File: src/hw/rtl/mru_page_replacement_top_defines.svh
// Assertion helpers for the top-level RTL file.
`ifndef MRU_PAGE_REPLACEMENT_TOP_DEFINES_SVH
`define MRU_PAGE_REPLACEMENT_TOP_DEFINES_SVH

`ifndef SYNTHESIS

`define MRU_PR_ASSERT_SAME(lbl, ante, cons, msg) \
  lbl: assert property (@(posedge clk) disable iff (!rst_n) (ante) |-> (cons)) \
    else $error(msg);

`define MRU_PR_ASSERT_NEXT(lbl, ante, cons, msg) \
  lbl: assert property (@(posedge clk) disable iff (!rst_n) (ante) |=> (cons)) \
    else $error(msg);

`else

`define MRU_PR_ASSERT_SAME(lbl, ante, cons, msg)

`define MRU_PR_ASSERT_NEXT(lbl, ante, cons, msg)

`endif

`endif

File: src/hw/rtl/mru_pr_pkg.sv
package mru_pr_pkg;

  localparam int PAGE_W        = 16;
  localparam int SLOT_OUT_W    = 3;
  localparam int CNT_W         = 16;
  localparam int CFG_W         = 4;
  localparam int FRAMES_DEF    = 8;
  localparam int PAGE_BITS_DEF = 16;

  localparam logic [CFG_W-1:0] CFG_RESET = 4'd3;

  typedef enum logic [1:0] {
    ST_IDLE,
    ST_MATCH,
    ST_RESOLVE
  } state_t;

  typedef struct packed {
    logic load;
    logic match;
    logic commit;
  } cmd_t;

endpackage

File: src/hw/rtl/mru_pr_ifs.sv
interface mru_pr_in_if import mru_pr_pkg::*; ();
  logic              valid;
  logic              ready;
  logic [PAGE_W-1:0] page;
  logic              last_ref;

  modport source (output valid, output page, output last_ref, input ready);
  modport sink   (input valid, input page, input last_ref, output ready);
endinterface

interface mru_pr_out_if import mru_pr_pkg::*; ();
  logic                  valid;
  logic                  ready;
  logic                  hit;
  logic [SLOT_OUT_W-1:0] slot;
  logic                  evicted;
  logic [PAGE_W-1:0]     evicted_page;
  logic [CNT_W-1:0]      fault_count;
  logic [CNT_W-1:0]      hit_count;

  modport source (output valid, output hit, output slot, output evicted,
                  output evicted_page, output fault_count, output hit_count,
                  input ready);
  modport sink   (input valid, input hit, input slot, input evicted,
                  input evicted_page, input fault_count, input hit_count,
                  output ready);
endinterface

interface mru_pr_cfg_if import mru_pr_pkg::*; ();
  logic             valid;
  logic             ready;
  logic [CFG_W-1:0] frames_in_use;

  modport source (output valid, output frames_in_use, input ready);
  modport sink   (input valid, input frames_in_use, output ready);
endinterface

File: src/hw/rtl/mru_pr_ctrl.sv
module mru_pr_ctrl import mru_pr_pkg::*; (
  input  logic clk,
  input  logic rst_n,
  input  logic in_valid,
  output logic in_ready,
  output logic out_valid,
  input  logic out_ready,
  output cmd_t cmd
);

  state_t state_r, state_nxt;
  logic   out_valid_r, out_valid_nxt;

  always_ff @(posedge clk) begin
    if (!rst_n) begin
      state_r     <= ST_IDLE;
      out_valid_r <= 1'b0;
    end else begin
      state_r     <= state_nxt;
      out_valid_r <= out_valid_nxt;
    end
  end

  always_comb begin
    state_nxt  = state_r;
    in_ready   = 1'b0;
    cmd        = '0;
    unique case (state_r)
      ST_IDLE: begin
        in_ready = 1'b1;
        if (in_valid) begin
          cmd.load  = 1'b1;
          state_nxt = ST_MATCH;
        end
      end
      ST_MATCH: begin
        cmd.match = 1'b1;
        state_nxt = ST_RESOLVE;
      end
      ST_RESOLVE: begin
        if (!out_valid_r || out_ready) begin
          cmd.commit = 1'b1;
          state_nxt  = ST_IDLE;
        end
      end
      default: begin
        state_nxt = ST_IDLE;
      end
    endcase

    if (cmd.commit) begin
      out_valid_nxt = 1'b1;
    end else if (out_valid_r && out_ready) begin
      out_valid_nxt = 1'b0;
    end else begin
      out_valid_nxt = out_valid_r;
    end
  end

  assign out_valid = out_valid_r;

endmodule

File: src/hw/rtl/mru_pr_dp.sv
module mru_pr_dp import mru_pr_pkg::*; #(
  parameter int FRAMES    = FRAMES_DEF,
  parameter int PAGE_BITS = PAGE_BITS_DEF
) (
  input  logic                  clk,
  input  logic                  rst_n,
  input  cmd_t                  cmd,
  input  logic [PAGE_W-1:0]     in_page,
  input  logic                  in_last,
  input  logic                  cfg_we,
  input  logic [CFG_W-1:0]      cfg_data,
  output logic                  res_hit,
  output logic [SLOT_OUT_W-1:0] res_slot,
  output logic                  res_evicted,
  output logic [PAGE_W-1:0]     res_evicted_page,
  output logic [CNT_W-1:0]      res_fault_count,
  output logic [CNT_W-1:0]      res_hit_count
);

  localparam int SLOT_W = (FRAMES > 1) ? $clog2(FRAMES) : 1;
  localparam int FILL_W = $clog2(FRAMES + 1);
  localparam int CMP_W  = (FILL_W > CFG_W) ? FILL_W : CFG_W;

  logic [PAGE_BITS-1:0] frame_page [FRAMES];
  logic [FRAMES-1:0]    valid_r;
  logic [FILL_W-1:0]    fill_r;
  logic [SLOT_W-1:0]    recent_r;
  logic [CNT_W-1:0]     faults_r;
  logic [CNT_W-1:0]     hits_r;
  logic [CFG_W-1:0]     frames_in_use_r;

  logic [PAGE_BITS-1:0] page_r;
  logic                 last_r;
  logic [FRAMES-1:0]    match_r;
  logic [PAGE_BITS-1:0] mru_page_r;

  logic                  hit_r;
  logic [SLOT_OUT_W-1:0] slot_r;
  logic                  evicted_r;
  logic [PAGE_W-1:0]     evicted_page_r;
  logic [CNT_W-1:0]      fault_cnt_r;
  logic [CNT_W-1:0]      hit_cnt_r;

  logic              hit_any;
  logic [SLOT_W-1:0] hit_slot;
  logic [CMP_W-1:0]  fiu_ext;
  logic [FILL_W-1:0] eff_frames;
  logic              has_free;
  logic [SLOT_W-1:0] new_slot;
  logic              do_evict;
  logic [CNT_W-1:0]  faults_nxt;
  logic [CNT_W-1:0]  hits_nxt;

  always_comb begin
    hit_slot = '0;
    for (int i = FRAMES - 1; i >= 0; i--) begin
      if (match_r[i]) begin
        hit_slot = SLOT_W'(i);
      end
    end
  end

  assign hit_any = |match_r;

  // A frame count of zero acts as one, and a count above the built size acts as that size.
  always_comb begin
    fiu_ext = CMP_W'(frames_in_use_r);
    if (fiu_ext == '0) begin
      eff_frames = FILL_W'(1);
    end else if (fiu_ext > CMP_W'(FRAMES)) begin
      eff_frames = FILL_W'(FRAMES);
    end else begin
      eff_frames = FILL_W'(fiu_ext);
    end
  end

  assign has_free = fill_r < eff_frames;

  always_comb begin
    do_evict = 1'b0;
    if (hit_any) begin
      new_slot = hit_slot;
    end else if (has_free) begin
      new_slot = SLOT_W'(fill_r);
    end else begin
      new_slot = recent_r;
      do_evict = valid_r[recent_r];
    end
  end

  assign faults_nxt = (!hit_any && faults_r != '1) ? faults_r + CNT_W'(1) : faults_r;
  assign hits_nxt   = (hit_any && hits_r != '1) ? hits_r + CNT_W'(1) : hits_r;

  always_ff @(posedge clk) begin
    if (!rst_n) begin
      frames_in_use_r <= CFG_RESET;
    end else if (cfg_we) begin
      frames_in_use_r <= cfg_data;
    end
  end

  always_ff @(posedge clk) begin
    if (!rst_n) begin
      valid_r  <= '0;
      fill_r   <= '0;
      recent_r <= '0;
      faults_r <= '0;
      hits_r   <= '0;
    end else if (cmd.commit) begin
      if (last_r) begin
        valid_r  <= '0;
        fill_r   <= '0;
        recent_r <= '0;
        faults_r <= '0;
        hits_r   <= '0;
      end else begin
        if (!hit_any) begin
          valid_r[new_slot] <= 1'b1;
          if (has_free) begin
            fill_r <= fill_r + FILL_W'(1);
          end
        end
        recent_r <= new_slot;
        faults_r <= faults_nxt;
        hits_r   <= hits_nxt;
      end
    end
  end

  always_ff @(posedge clk) begin
    if (cmd.commit && !hit_any) begin
      frame_page[new_slot] <= page_r;
    end
    if (cmd.match) begin
      mru_page_r <= frame_page[recent_r];
    end
  end

  always_ff @(posedge clk) begin
    if (cmd.load) begin
      page_r <= PAGE_BITS'(in_page);
      last_r <= in_last;
    end
    if (cmd.match) begin
      for (int i = 0; i < FRAMES; i++) begin
        match_r[i] <= valid_r[i] && (frame_page[i] == page_r);
      end
    end
    if (cmd.commit) begin
      hit_r          <= hit_any;
      slot_r         <= SLOT_OUT_W'(new_slot);
      evicted_r      <= do_evict;
      evicted_page_r <= do_evict ? PAGE_W'(mru_page_r) : '0;
      fault_cnt_r    <= faults_nxt;
      hit_cnt_r      <= hits_nxt;
    end
  end

  assign res_hit          = hit_r;
  assign res_slot         = slot_r;
  assign res_evicted      = evicted_r;
  assign res_evicted_page = evicted_page_r;
  assign res_fault_count  = fault_cnt_r;
  assign res_hit_count    = hit_cnt_r;

endmodule

File: src/hw/rtl/mru_page_replacement_top.sv
// Channel  Dir  Beat contents
// in_ch    in   page, last_ref
// out_ch   out  hit, slot, evicted, evicted_page, fault_count, hit_count
// cfg_ch   in   frames_in_use
//
// Each reference passes through three steps: accept, a parallel compare against all frames,
// then resolve and commit; a new reference is accepted only after the last one has committed.
// The next reference is accepted while a finished result still waits in the output register.
// Commit stalls only while that register is full and not being taken.
// Synchronous reset clears frame valid bits, fill level, counts and the control state.
`include "mru_page_replacement_top_defines.svh"

module mru_page_replacement_top import mru_pr_pkg::*; #(
  parameter int FRAMES    = FRAMES_DEF,
  parameter int PAGE_BITS = PAGE_BITS_DEF
) (
  input logic         clk,
  input logic         rst_n,
  mru_pr_in_if.sink   in_ch,
  mru_pr_out_if.source out_ch,
  mru_pr_cfg_if.sink  cfg_ch
);

  cmd_t cmd;

  assign cfg_ch.ready = 1'b1;

  mru_pr_ctrl u_ctrl (
    .clk       (clk),
    .rst_n     (rst_n),
    .in_valid  (in_ch.valid),
    .in_ready  (in_ch.ready),
    .out_valid (out_ch.valid),
    .out_ready (out_ch.ready),
    .cmd       (cmd)
  );

  mru_pr_dp #(
    .FRAMES    (FRAMES),
    .PAGE_BITS (PAGE_BITS)
  ) u_dp (
    .clk              (clk),
    .rst_n            (rst_n),
    .cmd              (cmd),
    .in_page          (in_ch.page),
    .in_last          (in_ch.last_ref),
    .cfg_we           (cfg_ch.valid),
    .cfg_data         (cfg_ch.frames_in_use),
    .res_hit          (out_ch.hit),
    .res_slot         (out_ch.slot),
    .res_evicted      (out_ch.evicted),
    .res_evicted_page (out_ch.evicted_page),
    .res_fault_count  (out_ch.fault_count),
    .res_hit_count    (out_ch.hit_count)
  );

  `MRU_PR_ASSERT_NEXT(a_busy_after_accept, in_ch.valid && in_ch.ready, !in_ch.ready,
    "input accepted while a reference is still in progress")
  `MRU_PR_ASSERT_SAME(a_commit_room, cmd.commit, !out_ch.valid || out_ch.ready,
    "result committed over a pending beat")
  `MRU_PR_ASSERT_SAME(a_hit_no_evict, out_ch.valid, !(out_ch.hit && out_ch.evicted),
    "hit reported together with an eviction")

endmodule
File: src/flat_wrapper.sv
// flat-port wrapper written by rule: the top's interface ports become plain ports
module mru_page_replacement_top_flat import mru_pr_pkg::*;
#(
  parameter int FRAMES    = FRAMES_DEF,
  parameter int PAGE_BITS = PAGE_BITS_DEF
)
  (clk, rst_n, in_ch_valid, in_ch_page, in_ch_last_ref, in_ch_ready, out_ch_valid, out_ch_hit, out_ch_slot, out_ch_evicted, out_ch_evicted_page, out_ch_fault_count, out_ch_hit_count, out_ch_ready, cfg_ch_valid, cfg_ch_frames_in_use, cfg_ch_ready);
  mru_pr_in_if in_ch_i ();
  mru_pr_out_if out_ch_i ();
  mru_pr_cfg_if cfg_ch_i ();
  input logic clk;
  input logic rst_n;
  input wire logic [$bits(in_ch_i.valid)-1:0] in_ch_valid;
  input wire logic [$bits(in_ch_i.page)-1:0] in_ch_page;
  input wire logic [$bits(in_ch_i.last_ref)-1:0] in_ch_last_ref;
  output wire logic [$bits(in_ch_i.ready)-1:0] in_ch_ready;
  output wire logic [$bits(out_ch_i.valid)-1:0] out_ch_valid;
  output wire logic [$bits(out_ch_i.hit)-1:0] out_ch_hit;
  output wire logic [$bits(out_ch_i.slot)-1:0] out_ch_slot;
  output wire logic [$bits(out_ch_i.evicted)-1:0] out_ch_evicted;
  output wire logic [$bits(out_ch_i.evicted_page)-1:0] out_ch_evicted_page;
  output wire logic [$bits(out_ch_i.fault_count)-1:0] out_ch_fault_count;
  output wire logic [$bits(out_ch_i.hit_count)-1:0] out_ch_hit_count;
  input wire logic [$bits(out_ch_i.ready)-1:0] out_ch_ready;
  input wire logic [$bits(cfg_ch_i.valid)-1:0] cfg_ch_valid;
  input wire logic [$bits(cfg_ch_i.frames_in_use)-1:0] cfg_ch_frames_in_use;
  output wire logic [$bits(cfg_ch_i.ready)-1:0] cfg_ch_ready;
  assign in_ch_i.valid = in_ch_valid;
  assign in_ch_i.page = in_ch_page;
  assign in_ch_i.last_ref = in_ch_last_ref;
  assign in_ch_ready = in_ch_i.ready;
  assign out_ch_valid = out_ch_i.valid;
  assign out_ch_hit = out_ch_i.hit;
  assign out_ch_slot = out_ch_i.slot;
  assign out_ch_evicted = out_ch_i.evicted;
  assign out_ch_evicted_page = out_ch_i.evicted_page;
  assign out_ch_fault_count = out_ch_i.fault_count;
  assign out_ch_hit_count = out_ch_i.hit_count;
  assign out_ch_i.ready = out_ch_ready;
  assign cfg_ch_i.valid = cfg_ch_valid;
  assign cfg_ch_i.frames_in_use = cfg_ch_frames_in_use;
  assign cfg_ch_ready = cfg_ch_i.ready;
  mru_page_replacement_top #(.FRAMES(FRAMES), .PAGE_BITS(PAGE_BITS)) u_core (.clk(clk), .rst_n(rst_n), .in_ch(in_ch_i), .out_ch(out_ch_i), .cfg_ch(cfg_ch_i));
endmodule
File: config.mk
export PLATFORM = sky130hd
export DESIGN_NAME = mru_page_replacement_top_flat
export DESIGN_NICKNAME = d
export VERILOG_FILES = /design/src/hw/rtl/mru_pr_pkg.sv /design/src/hw/rtl/mru_pr_ifs.sv /design/src/hw/rtl/mru_pr_ctrl.sv /design/src/hw/rtl/mru_pr_dp.sv /design/src/hw/rtl/mru_page_replacement_top.sv /design/src/flat_wrapper.sv
export VERILOG_INCLUDE_DIRS = /design/src /design/src/hw/rtl
export SDC_FILE = /design/constraint.sdc
export NUM_CORES = 1
export LEC_CHECK = 0
export ABC_AREA = 1
export BUFFER_PORTS_ARGS = -buffer_cell sky130_fd_sc_hd__clkbuf_2
export CORE_ASPECT_RATIO = 1.1
export CORE_MARGIN = 3
export CORE_UTILIZATION = 30
export CTS_CLUSTER_SIZE = 8
export DETAILED_ROUTE_END_ITERATION = 16
export SLEW_MARGIN = 25
export SYNTH_ARGS = -nofsm -noshare
export SYNTH_HDL_FRONTEND = slang
export SYNTH_HIERARCHICAL = 1
export SYNTH_SLANG_ARGS = --single-unit
export TNS_END_PERCENT = 30
File: constraint.sdc
create_clock -name clk -period 3.4 [get_ports clk]
set_clock_uncertainty 0.15 [all_clocks]
set_input_delay 0.17 -clock clk [delete_from_list [all_inputs] [get_ports clk]]
set_output_delay 0.17 -clock clk [all_outputs]
set_load 0.02 [all_outputs]
==> summary.md <==
| Metric | Value |
|---|---|
| Status | `completed` |
| Finished Core Util | `36.95%` |
| Hold path depth | `2` |
| Placed insts | `1920` |
| Worst Max-Slew Pin Slew | `0.8511 ns` |
| Final min period | `2.789 ns` |
| Clock sinks | `276` |
| Post-CTS setup buffers | `0` |
| Seq/Total Area, Yosys | `60.06%` |
| Final hold violation count | `0` |
| DRC Markers | `0` |
| Leakage | `5.771 nW` |
| Leading cell type in the layout, fill and taps excluded | `edfxtp_1` |
| Die height | `223.5 um` |
| Post-CTS sizing | `0` |
| Total wire length | `38320 um` |
| Vias per cell | `5.088` |
| Crit path max fanout | `16` |
| Syn Inst Count | `1279` |
| Post-synthesis cell type count | `50` |
| Top FF cell, synth | `edfxtp_1` |
| R2r setup slk | `0.61 ns` |
| Worst flop-to-flop path startpoint | `u_core/u_dp/fiu_ext[3]$_SDFFE_PN0P_` |
| Layout Nets | `1461` |
| First drt pass iteration count | `7` |
| Critical path capture point type | `flip-flop` |
| Total number of vias | `10250` |
| Most frequent cells in the layout | `222 x edfxtp_1, 205 x nand2_1, 145 x inv_1` |
| Worst Path Buf+Inv | `2` |
| Worst VDD drop | `0.3485 mV` |
| CP Launch Type | `flip-flop` |
| Crit path arrival time | `2.85 ns` |
| Levels on crit path | `10` |
| Initial antenna violation count | `0` |
| Grt ovf | `0` |
| CP top delay family | `simple AND/OR/NAND/NOR gates` |
| Final setup violation count | `0` |
| Clock share of power | `46.3%` |
| Clk Latency, worst-skew pair | `0.54 ns` |
| Wire length of the first global-routing pass | `58080 um` |
| RSZ-0062 raised after global routing | `no` |
| Syn nets | `1311` |
| Reg2reg end | `u_core/u_dp/frame_page[0][7]$_DFFE_PP_` |
| Yosys Warn Count | `6` |
| Syn Std Cell Area | `12900 um^2` |
| Setup TNS | `0 ns` |
| Switching share of power | `22.18%` |
| Rows | `79` |
| Slowest library cell on the worst path | `a21oi_1` |
| Post-Place Worst Slack | `0.6759 ns` |
| Pint | `6.000 mW` |
| GP Congestion | `0.9659` |
| Logic pwr share | `5.2%` |
| Die Width | `203.7 um` |
| Mean Syn Cell Area | `10.09 um^2` |
| Layout cells sized above 1 | `15.75%` |
| Buffers on Ports | `80` |
| HP Start | `in_ch_page[13]` |
| Setup WS post-layout | `0.6113 ns` |
| R2R cell count | `10` |
| Setup CP Type | `reg -> reg` |
| Post-Layout Cell Count | `2015` |
| Final ANT Viol Nets | `0` |
| Worst-path clk slew | `0.05 ns` |
| WL/cell | `19.02 um` |
| Part of the power in registers | `48.5%` |
| Yosys reg bits | `276` |
| Worst setup path startpoint | `u_core/u_dp/fiu_ext[3]$_SDFFE_PN0P_` |
| I/O pin count | `82` |
| ANT cells | `0` |
| CTS Buffer Depth | `3` |
| DP Wirelength | `26720 um` |
| Synth async-reset ratio | `0%` |
| Relative max-transition margin | `43.26%` |
| Switching power | `1.710 mW` |
| Placed Area | `14200 um^2` |
| Final hold slack | `0.2074 ns` |
| WP data required | `3.46 ns` |
| Die Area | `45530 um^2` |
| Tot Pwr | `7.711 mW` |
| Slowest stage delay, CP | `0.39 ns` |
| Most common cell on crit path | `nand2_1` |
| Core ar. | `42400 um^2` |
| Cell breakdown of the critical path | `inv_1 -> ha_1 -> a21oi_1 -> nand2_1 -> nand2_1 -> nand2_1 -> nand2_1 -> nand2_2 -> nor4_2 -> buf_4` |
| First DRT Iteration DRCs | `971` |
| Synthesis-to-finish area growth | `21.46%` |
| Max cap viols | `0` |
| Worst setup endpoint | `u_core/u_dp/frame_page[0][7]$_DFFE_PP_` |
| H-tree depth | `2` |
| Design area | `15670 um^2` |
| Final worst-path cycle share | `82.02%` |
| Num CTS Buffers | `40` |
| Largest net degree at the start of global routing | `51` |
| Max-slew violations | `0` |
| Root buf cell | `clkbuf_16` |
| Worst hold-check path type | `in -> reg` |
| TritonCTS clock tree | `yes` |
| GRT Resource Usage Total | `16.49%` |
| Initial core utilization | `30.42%` |
| Pwr Density | `492.1 nW/um^2` |
| Fmax achieved | `0.3586 GHz` |
| Vias in the first global route | `9978` |
| EDFF count, synth | `222` |
[power groups by stage]
stage          logic, mW  clock network, mW  registers (mW)
2_1_floorplan      0.176                  0            3.81
3_5_place_dp       0.366                  0            3.80
6_report           0.403               3.57            3.74
3_3_place_gp       0.364                  0            3.80
4_1_cts            0.398               3.66            3.74
5_1_grt            0.432               3.79            3.74
[kinds of logic (layout without fill, tap and decap cells)]
logic type	after synthesis	count (layout)	share of synthesized area (%)
AO/OA/AOI/OAI	313	313	14.07
XOR/XNOR	60	60	4.306
adder cells (fa/ha/maj)	6	6	0.5819
buffers and inverters	208	377	6.450
flip-flops	276	276	60.06
other	1	1	0.02907
AND/OR/NAND/NOR	415	415	14.50
[per-layer routing]
metal	vias up	routed length, um	part of all wire, %	global-route usage (%)
met5	-	0	0	0
met4	0	1962	5.1	8.061
met3	124	3390	8.8	3.371
met2	514	17740	46	27.16
met1	4837	15230	40	20.66
li1	4777	-	-	-
[synthesized netlist by cell type, types with 18 or more instances]
cell	count	share of area (%)
o22ai_1	38	1.8
nand4_1	18	0.87
a221oi_1	26	1.8
o21ai_0	96	3.7
xor2_1	47	3.2
clkbuf_1	37	1.1
inv_1	145	4.2
nor2_1	83	2.4
dfxtp_1	54	8.4
a21oi_1	108	4.2
nand2_1	205	6.0
nor4_1	21	1.0
edfxtp_1	222	52
nand3_1	40	1.6
[worst register-to-register path: cells and delay by family (launching register included)]
kind | cells | cell delay (ns)
AND/OR/NAND/NOR | 6 | 0.91
AO/OA/AOI/OAI | 1 | 0.39
buffers and inverters | 2 | 0.37
flip-flops | 1 | 0.33
adder cells (fa/ha/maj) | 1 | 0.30
[registers in the layout, indices dropped and copies added (netlist names), 4 cells and up]
| signal | cells |
|---|---|
| u_core/u_dp/frame_page | 128 |
| u_core/u_dp/valid_r | 8 |
| u_core/u_dp/res_evicted_page | 16 |
| u_core/u_dp/fiu_ext | 4 |
| u_core/u_dp/mru_page_r | 16 |
| u_core/u_dp/faults_r | 16 |
| u_core/u_dp/res_fault_count | 16 |
| u_core/u_dp/fill_r | 4 |
| u_core/u_dp/match_r | 8 |
| u_core/u_dp/hits_r | 16 |
| u_core/u_dp/page_r | 16 |
| u_core/u_dp/res_hit_count | 16 |
[layout make-up]
type | count | area (um^2)
Inverter | 156 | 605.6
Fill cell | 4180 | 26740
Sequential cell | 276 | 7747
Timing Repair Buffer | 160 | 1099
Clock inverter | 4 | 52.55
Multi-Input combinational cell | 795 | 4380
Tap cell | 567 | 709.4
Clock buffer | 57 | 1075
[worst min path at each step]
stage,end,slack (ns)
CTS,u_core/u_dp/page_r[12]$_DFFE_PP_,0.19
finish,u_core/u_dp/page_r[13]$_DFFE_PP_,0.21
global route,u_core/u_dp/page_r[4]$_DFFE_PP_,0.21
detailed placement,u_core/u_dp/page_r[11]$_DFFE_PP_,0.20
floorplan,u_core/u_dp/fiu_ext[1]$_SDFFE_PN1P_,0.10
global placement,u_core/u_dp/page_r[11]$_DFFE_PP_,0.20
[repair_timing]
item / 4_1_cts / 5_1_grt
hold buffers: 34 / 0
setup endpoints to repair: 0 / 0
endpoints found under the hold margin: 29 / 0
Note: power is estimated with default switching activity, not from simulation.
